### src/rtl/iss_pkg.sv
// ============================================================================
// Indexed sequence store package
// Request and response types, kind and status codes, sequencer states.
// ============================================================================
package iss_pkg;

    localparam logic [2:0] KIND_READ   = 3'd0;
    localparam logic [2:0] KIND_WRITE  = 3'd1;
    localparam logic [2:0] KIND_INSERT = 3'd2;
    localparam logic [2:0] KIND_REMOVE = 3'd3;
    localparam logic [2:0] KIND_APPEND = 3'd4;
    localparam logic [2:0] KIND_TRIM   = 3'd5;

    localparam logic [1:0] STATUS_OK    = 2'd0;
    localparam logic [1:0] STATUS_RANGE = 2'd1;
    localparam logic [1:0] STATUS_EMPTY = 2'd2;
    localparam logic [1:0] STATUS_FULL  = 2'd3;

    typedef struct packed {
        logic [2:0]          kind;
        logic [4:0]          position;
        logic signed [31:0]  data_in;
    } req_t;

    typedef struct packed {
        logic signed [31:0]  data_out;
        logic [4:0]          length_now;
        logic [1:0]          status;
    } rsp_t;

    typedef struct packed {
        logic valid;
        rsp_t rsp;
    } done_t;

    typedef enum logic [2:0] {
        SEQ_IDLE,
        SEQ_DECIDE,
        SEQ_RD_WAIT,
        SEQ_SH_READ,
        SEQ_SH_WRITE,
        SEQ_FINISH
    } seq_state_t;

endpackage

### src/rtl/iss_ram.sv
// ============================================================================
// Indexed sequence store RAM
// Generic single write port, single read port RAM with registered read data.
// ============================================================================
module iss_ram #(
    parameter int WIDTH = 32,
    parameter int DEPTH = 16
) (
    input  logic                     clk,
    input  logic                     we,
    input  logic [$clog2(DEPTH)-1:0] waddr,
    input  logic [WIDTH-1:0]         wdata,
    input  logic [$clog2(DEPTH)-1:0] raddr,
    output logic [WIDTH-1:0]         rdata
);

    logic [WIDTH-1:0] mem [DEPTH];

    always_ff @(posedge clk)
    begin
        if (we)
        begin
            mem[waddr] <= wdata;
        end
        rdata <= mem[raddr];
    end

endmodule

### src/rtl/iss_ctrl.sv
// ============================================================================
// Indexed sequence store sequencer
// Checks each request, then for insert and remove moves entries one at a time
// through the RAM using a single shared step and compare unit.
// ============================================================================
module iss_ctrl #(
    parameter int DEPTH         = 16,
    parameter int ELEMENT_WIDTH = 32
) (
    input  logic           clk,
    input  logic           rst_n,
    input  logic           req_valid,
    output logic           req_ready,
    input  iss_pkg::req_t  req,
    output iss_pkg::done_t done,
    input  logic           take
);

    localparam int IW  = $clog2(DEPTH);
    localparam int CW  = $clog2(DEPTH + 1);
    localparam int PCW = (CW > 5) ? CW : 5;

    iss_pkg::seq_state_t state_reg, state_next;
    logic [CW-1:0]       count_reg, count_next;
    logic [CW-1:0]       cursor_reg, cursor_next;
    iss_pkg::req_t       req_reg, req_next;
    logic [1:0]          status_reg, status_next;
    logic [31:0]         data_out_reg, data_out_next;

    logic                     we;
    logic [IW-1:0]            waddr;
    logic [ELEMENT_WIDTH-1:0] wdata;
    logic [IW-1:0]            raddr;
    logic [ELEMENT_WIDTH-1:0] rdata;

    logic [PCW-1:0] cnt_ext;
    logic [PCW-1:0] pos_ext;
    logic [PCW-1:0] cur_ext;
    logic [PCW-1:0] step_ext;
    logic           is_insert;
    logic           more;
    logic           empty;
    logic           full;
    logic [63:0]    val_ext;
    logic [63:0]    rd_ext;
    logic [ELEMENT_WIDTH-1:0] val;

    iss_ram #(
        .WIDTH (ELEMENT_WIDTH),
        .DEPTH (DEPTH)
    ) u_ram (
        .clk   (clk),
        .we    (we),
        .waddr (waddr),
        .wdata (wdata),
        .raddr (raddr),
        .rdata (rdata)
    );

    always_comb
    begin
        cnt_ext = '0;
        cnt_ext[CW-1:0] = count_reg;
        pos_ext = '0;
        pos_ext[4:0] = req_reg.position;
        cur_ext = '0;
        cur_ext[CW-1:0] = cursor_reg;
        empty = (count_reg == '0);
        full = (cnt_ext >= PCW'(DEPTH));
        is_insert = (req_reg.kind == iss_pkg::KIND_INSERT);
        step_ext = is_insert ? (cur_ext - PCW'(1)) : (cur_ext + PCW'(1));
        more = is_insert ? (cur_ext > pos_ext) : (step_ext < cnt_ext);
        val_ext = {{32{req_reg.data_in[31]}}, req_reg.data_in};
        val = val_ext[ELEMENT_WIDTH-1:0];
        rd_ext = '0;
        rd_ext[ELEMENT_WIDTH-1:0] = rdata;
    end

    always_comb
    begin
        state_next    = state_reg;
        count_next    = count_reg;
        cursor_next   = cursor_reg;
        req_next      = req_reg;
        status_next   = status_reg;
        data_out_next = data_out_reg;
        req_ready     = 1'b0;
        we            = 1'b0;
        waddr         = pos_ext[IW-1:0];
        wdata         = val;
        raddr         = pos_ext[IW-1:0];
        done.valid    = 1'b0;
        done.rsp.data_out   = data_out_reg;
        done.rsp.length_now = cnt_ext[4:0];
        done.rsp.status     = status_reg;

        unique case (state_reg)
            iss_pkg::SEQ_IDLE:
            begin
                req_ready = 1'b1;
                if (req_valid)
                begin
                    req_next   = req;
                    state_next = iss_pkg::SEQ_DECIDE;
                end
            end
            iss_pkg::SEQ_DECIDE:
            begin
                status_next   = iss_pkg::STATUS_OK;
                data_out_next = '0;
                state_next    = iss_pkg::SEQ_FINISH;
                unique case (req_reg.kind)
                    iss_pkg::KIND_READ, iss_pkg::KIND_WRITE:
                    begin
                        if (empty)
                        begin
                            status_next = iss_pkg::STATUS_EMPTY;
                        end
                        else if (pos_ext >= cnt_ext)
                        begin
                            status_next = iss_pkg::STATUS_RANGE;
                        end
                        else if (req_reg.kind == iss_pkg::KIND_READ)
                        begin
                            state_next = iss_pkg::SEQ_RD_WAIT;
                        end
                        else
                        begin
                            we = 1'b1;
                        end
                    end
                    iss_pkg::KIND_INSERT:
                    begin
                        if (pos_ext > cnt_ext)
                        begin
                            status_next = iss_pkg::STATUS_RANGE;
                        end
                        else if (full)
                        begin
                            status_next = iss_pkg::STATUS_FULL;
                        end
                        else
                        begin
                            cursor_next = count_reg;
                            state_next  = iss_pkg::SEQ_SH_READ;
                        end
                    end
                    iss_pkg::KIND_REMOVE:
                    begin
                        if (empty)
                        begin
                            status_next = iss_pkg::STATUS_EMPTY;
                        end
                        else if (pos_ext >= cnt_ext)
                        begin
                            status_next = iss_pkg::STATUS_RANGE;
                        end
                        else
                        begin
                            cursor_next = pos_ext[CW-1:0];
                            state_next  = iss_pkg::SEQ_SH_READ;
                        end
                    end
                    iss_pkg::KIND_APPEND:
                    begin
                        if (full)
                        begin
                            status_next = iss_pkg::STATUS_FULL;
                        end
                        else
                        begin
                            we         = 1'b1;
                            waddr      = cnt_ext[IW-1:0];
                            count_next = count_reg + CW'(1);
                        end
                    end
                    iss_pkg::KIND_TRIM:
                    begin
                        if (empty)
                        begin
                            status_next = iss_pkg::STATUS_EMPTY;
                        end
                        else
                        begin
                            count_next = count_reg - CW'(1);
                        end
                    end
                    default:
                    begin
                        status_next = iss_pkg::STATUS_OK;
                    end
                endcase
            end
            iss_pkg::SEQ_RD_WAIT:
            begin
                data_out_next = rd_ext[31:0];
                state_next    = iss_pkg::SEQ_FINISH;
            end
            iss_pkg::SEQ_SH_READ:
            begin
                if (more)
                begin
                    raddr      = step_ext[IW-1:0];
                    state_next = iss_pkg::SEQ_SH_WRITE;
                end
                else if (is_insert)
                begin
                    we         = 1'b1;
                    count_next = count_reg + CW'(1);
                    state_next = iss_pkg::SEQ_FINISH;
                end
                else
                begin
                    count_next = count_reg - CW'(1);
                    state_next = iss_pkg::SEQ_FINISH;
                end
            end
            iss_pkg::SEQ_SH_WRITE:
            begin
                we          = 1'b1;
                waddr       = cur_ext[IW-1:0];
                wdata       = rdata;
                cursor_next = step_ext[CW-1:0];
                state_next  = iss_pkg::SEQ_SH_READ;
            end
            iss_pkg::SEQ_FINISH:
            begin
                done.valid = 1'b1;
                if (take)
                begin
                    state_next = iss_pkg::SEQ_IDLE;
                end
            end
            default:
            begin
                state_next = iss_pkg::SEQ_IDLE;
            end
        endcase
    end

    always_ff @(posedge clk or negedge rst_n)
    begin
        if (!rst_n)
        begin
            state_reg <= iss_pkg::SEQ_IDLE;
            count_reg <= '0;
        end
        else
        begin
            state_reg <= state_next;
            count_reg <= count_next;
        end
    end

    always_ff @(posedge clk)
    begin
        cursor_reg   <= cursor_next;
        req_reg      <= req_next;
        status_reg   <= status_next;
        data_out_reg <= data_out_next;
    end

endmodule

### src/rtl/indexed_sequence_store_core.sv
// ============================================================================
// Indexed sequence store core
// Bounded ordered sequence of signed words with read, write, insert, remove,
// append and trim requests, one response per request.
// ============================================================================
// One request is handled at a time. After the accepting cycle, a read passes
// through the decide, read wait and finish states before its response is
// loaded into the response register; write, append, trim and failed requests
// go from decide to finish. A successful insert moves length - position
// entries and a successful remove length - position - 1; every moved
// entry needs one RAM read and one RAM write in the sequencer loop. A full
// response register that is not being taken holds the sequencer until it drains.
// The response register lets the next request be accepted while the last
// response is still waiting to be taken.
module indexed_sequence_store_core #(
    parameter int DEPTH         = 16,
    parameter int ELEMENT_WIDTH = 32
) (
    input  logic          clk,
    input  logic          rst_n,
    input  logic          req_valid,
    output logic          req_ready,
    input  iss_pkg::req_t req,
    output logic          rsp_valid,
    input  logic          rsp_ready,
    output iss_pkg::rsp_t rsp
);

    iss_pkg::done_t done;
    logic           take;
    logic           rsp_valid_reg, rsp_valid_next;
    iss_pkg::rsp_t  rsp_reg, rsp_next;

    iss_ctrl #(
        .DEPTH         (DEPTH),
        .ELEMENT_WIDTH (ELEMENT_WIDTH)
    ) u_ctrl (
        .clk       (clk),
        .rst_n     (rst_n),
        .req_valid (req_valid),
        .req_ready (req_ready),
        .req       (req),
        .done      (done),
        .take      (take)
    );

    always_comb
    begin
        take           = done.valid && (!rsp_valid_reg || rsp_ready);
        rsp_valid_next = rsp_valid_reg;
        rsp_next       = rsp_reg;
        if (take)
        begin
            rsp_valid_next = 1'b1;
            rsp_next       = done.rsp;
        end
        else if (rsp_ready)
        begin
            rsp_valid_next = 1'b0;
        end
    end

    always_ff @(posedge clk or negedge rst_n)
    begin
        if (!rst_n)
        begin
            rsp_valid_reg <= 1'b0;
        end
        else
        begin
            rsp_valid_reg <= rsp_valid_next;
        end
    end

    always_ff @(posedge clk)
    begin
        rsp_reg <= rsp_next;
    end

    assign rsp_valid = rsp_valid_reg;
    assign rsp       = rsp_reg;

endmodule
### config.mk
export PLATFORM = sky130hd
export DESIGN_NAME = indexed_sequence_store_core
export DESIGN_NICKNAME = d
export VERILOG_FILES = /design/src/rtl/iss_pkg.sv /design/src/rtl/iss_ram.sv /design/src/rtl/iss_ctrl.sv /design/src/rtl/indexed_sequence_store_core.sv
export SDC_FILE = /design/constraint.sdc
export NUM_CORES = 1
export LEC_CHECK = 0
export BUFFER_PORTS_ARGS = -buffer_cell sky130_fd_sc_hd__buf_2
export CAP_MARGIN = 20
export CORE_MARGIN = 4
export CORE_UTILIZATION = 52
export DETAILED_ROUTE_END_ITERATION = 12
export GPL_TIMING_DRIVEN = 0
export PLACE_DENSITY_LB_ADDON = 0.12
export SYNTH_ARGS = -nofsm -noshare
export SYNTH_HDL_FRONTEND = slang
export SYNTH_SLANG_ARGS = --single-unit
### constraint.sdc
create_clock -name clk -period 6.3 [get_ports clk]
set_input_delay 1.26 -clock clk [delete_from_list [all_inputs] [get_ports clk]]
set_output_delay 1.26 -clock clk [all_outputs]
set_load 0.01 [all_outputs]
==> flow_summary_export.csv <==
group,metric,value,unit
critical_path,cp_num_cells,20,
yosys,yosysWarningCount,0,
drt,first_pass_iters,5,
critical_path,reg2reg_setup_slack,0.39,ns
grt,grtUsageTotal,0.225,
yosys,synthDistinctLibCells,61,
floorplan,die_w,232,um
timing,fin_crit,5.91,ns
critical_path,cp_cell_sequence,"buf_6 > or3b_1 > buf_2 > xnor2_1 > ha_1 > nor3_1 > a21oi_1 > xor2_2 > inv_1 > ha_1 > or3_1 > o221ai_1 > nand2_1 > o41ai_4 > mux2i_2 > buf_4 > buf_2 > mux2_2 > a22o_1 > or4_1",
critical_path,critPathLaunchType,"flip-flop",
yosys,synth_flop_cell,"edfxtp_1",
final_layout,nets,1672,
final_layout,fin_area,0.0300,sq mm
pwr,p_per_area,430,mW/mm^2
final_layout,fin_util,0.611,
placed_design,gp_congestion,0.797,
drt,num_vias,13542,
final_layout,post_route_cells_drive_above_1_share,0.223,
drt,first_iter_violations,1145,
critical_path,slowest_delay,0.50,ns
grt,grt_overflow,0,
floorplan,core,0.0492,sq mm
floorplan,die_h,232,um
timing,finalHoldViolations,0,
timing,slew-limit-headroom,0.227,
yosys,synth_edf_count,630,
clock_tree,clk_pin_slew,0.06,ns
yosys,ys_top_cells_by_area,"edfxtp_1, mux2i_1, mux2_2",
floorplan,ios,85,
critical_path,worst-endpoint-required,6.74,ns
critical_path,crit_slowest_cell,"mux2i_2",
timing,clock_skew,0.0221,ns
clock_tree,cts_tree,"built",
pwr,power,12.9,mW
flow_run,drv_cap,0,
yosys,avgSynthCellArea,18.1,sq um
pwr,leakagePower,10.6,nW
grt,antenna_found_initial,0,
yosys,yosys.area.top_type,"edfxtp_1",
critical_path,rr_worst_depth,20,
timing,max_clock_freq,169,MHz
critical_path,crit_start,"u_ctrl.req_reg[39]$_DFFE_PP_",
final_layout,antenna_cells,0,
final_layout,fin_cells,2329,
yosys,yosysMostFrequentCell,"edfxtp_1",
placed_design,dp_cells,2205,
worst_hold_path,hold_class,"reg -> reg",
drt,drc,0,
critical_path,path_buf_inv,5,
clock_tree,cts_max_path_buffers,3,
timing,rsz0062_at_grt,"false",
floorplan,die_area,0.0537,sq mm
final_layout,largest_reg_flops,512,
timing,fin_setup_tns,0,ns
grt,grt_pass1_wl,88.3,mm
yosys,synth_seq_area_share,0.761,
timing,slew_viol_final,0,
clock_tree,clock-sinks,671,
final_layout,synthToLayoutAreaGrowth,15.4,%
floorplan,initial_utilization,0.529,
drt,drt-total-wl,60.2,mm
grt,grt_max_degree,23,
floorplan,num_rows,81,
clock_tree,clock_latency,0.60,ns
clock_tree,cts_made_buffers,68,
critical_path,cp.arrival,6.36,ns
drt,final_antenna_net_count,0,
yosys,ys_ff_latch,671,
pwr,irDropWorstVdd,0.230,mV
critical_path,path_class,"reg -> reg",
yosys,synthTopCellsByCount,"edfxtp_1, mux2i_1, o22ai_1",
drt,viasPerCell,5.81,
clock_tree,hold_buffers,0,
critical_path,endpoint_kind,"flip-flop",
placed_design,dp.final_hpwl,38.0,mm
critical_path,crit_family,"simple AND/OR/NAND/NOR gates",
critical_path,r2r_end,"u_ctrl.u_ram.rdata[2]$_DFF_P_",
yosys,synthesis.nets,1499,
clock_tree,cts_setup_buffers,0,
clock_tree,root_buffer,"clkbuf_16",
yosys,synth_top_cell_area_share,0.727,
clock_tree,h-tree-depth,3,
clock_tree,cts_resized,0,
timing,worst-slew-pin-transition,1.16,ns
yosys,async_flop_share,0.0134,
critical_path,rr_startpoint,"u_ctrl.req_reg[39]$_DFFE_PP_",
critical_path,cp-endpoint,"u_ctrl.u_ram.rdata[2]$_DFF_P_",
timing,finalSetupViolCount,0,
timing,period_share,0.939,
yosys,syn_area,0.0260,sq mm
critical_path,crit_fanout,10,
drt,wl_per_cell,25.9,um
placed_design,port_buffers,84,
outcome,run_status,"complete, no violations",
yosys,synth_cells,1438,
grt,grt_pass1_vias,13699,
placed_design,dpl-instance-area,0.0278,sq mm
## how the worst min path moves through the flow
stage                                           from  depth (start not counted)                 to
3_3_place_gp   u_ctrl.data_out_reg[26]$_SDFFCE_PN0P_                          0  rsp[33]$_DFFE_PP_
5_1_grt        u_ctrl.data_out_reg[13]$_SDFFCE_PN0P_                          0  rsp[20]$_DFFE_PP_
4_1_cts        u_ctrl.data_out_reg[22]$_SDFFCE_PN0P_                          0  rsp[29]$_DFFE_PP_
3_5_place_dp   u_ctrl.data_out_reg[22]$_SDFFCE_PN0P_                          0  rsp[29]$_DFFE_PP_
2_1_floorplan         u_ctrl.status_reg[0]$_DFFE_PP_                          0   rsp[0]$_DFFE_PP_
6_report       u_ctrl.data_out_reg[22]$_SDFFCE_PN0P_                          0  rsp[29]$_DFFE_PP_
## worst reg2reg max path: stages, from the launching register on
cell      delay (ns)
edfxtp_1        0.39
buf_6           0.15
or3b_1          0.37
buf_2           0.20
xnor2_1         0.16
ha_1            0.23
nor3_1          0.07
a21oi_1         0.21
xor2_2          0.30
inv_1           0.27
ha_1            0.27
or3_1           0.35
o221ai_1        0.24
nand2_1         0.16
o41ai_4         0.11
mux2i_2         0.50
buf_4           0.34
buf_2           0.41
mux2_2          0.39
a22o_1          0.17
or4_1           0.48
## cell usage in the layout, fill, tap and decap left out, drive strengths merged, types with 8 or more instances in the layout
cell / instances
a22o: 32
clkinv: 15
o22ai: 96
buf: 148
a21oi: 12
nand3: 8
clkbuf: 123
nand2: 29
edfxtp: 630
ha: 17
mux2: 96
dfxtp: 32
or4: 33
dfrtp: 9
inv: 24
o21ai: 12
and2: 34
nor2: 31
mux2i: 198
## through the flow
| step | setup WS [ns] | hold slack (ns) |
|---|---|---|
| 2_1_floorplan | 1.54 | 0.400 |
| 3_3_place_gp | -0.485 | 0.402 |
| 3_5_place_dp | 0.227 | 0.405 |
| 4_1_cts | 0.179 | 0.419 |
| 5_1_grt | 0.0950 | 0.422 |
| 6_report | 0.387 | 0.418 |
## layer usage
| layer | vias up | part of all wire | track usage |
|---|---|---|---|
| li1 | 6096 | - | - |
| met1 | 6920 | 0.43 | 0.312 |
| met2 | 457 | 0.49 | 0.373 |
| met3 | 69 | 0.063 | 0.0425 |
| met4 | 0 | 0.016 | 0.0564 |
| met5 | - | 0 | 0 |
## where the power goes
| group | total, mW | switching [mW] | internal (mW) |
|---|---|---|---|
| registers | 6.16 | 0.216 | 5.94 |
| clock network | 3.97 | 1.64 | 2.33 |
| logic | 2.77 | 1.83 | 0.939 |
| total | 12.9 | 3.69 | 9.21 |
## area by class of cell
class	instances	area, sq um
Fill cell	3565	19100
Clock buffer	99	1950
Tap cell	664	831
Sequential cell	671	19800
Clock inverter	25	258
Buffer	69	439
Multi-Input combinational cell	679	5860
Timing Repair Buffer	103	823
Inverter	19	71.3
## cell families (layout without fill, tap and decap cells)
logic type | count (synthesis) | in the layout | share of synthesized area
flip-flops | 671 | 671 | 0.761
buffers and inverters | 88 | 315 | 0.0195
adder cells (fa/ha/maj) | 17 | 17 | 0.00818
AO/OA/AOI/OAI | 185 | 185 | 0.0520
AND/OR/NAND/NOR | 174 | 174 | 0.0379
multiplexers | 294 | 294 | 0.118
XOR/XNOR | 9 | 9 | 0.00404
No activity file was read; power rests on OpenSTA's default activity.
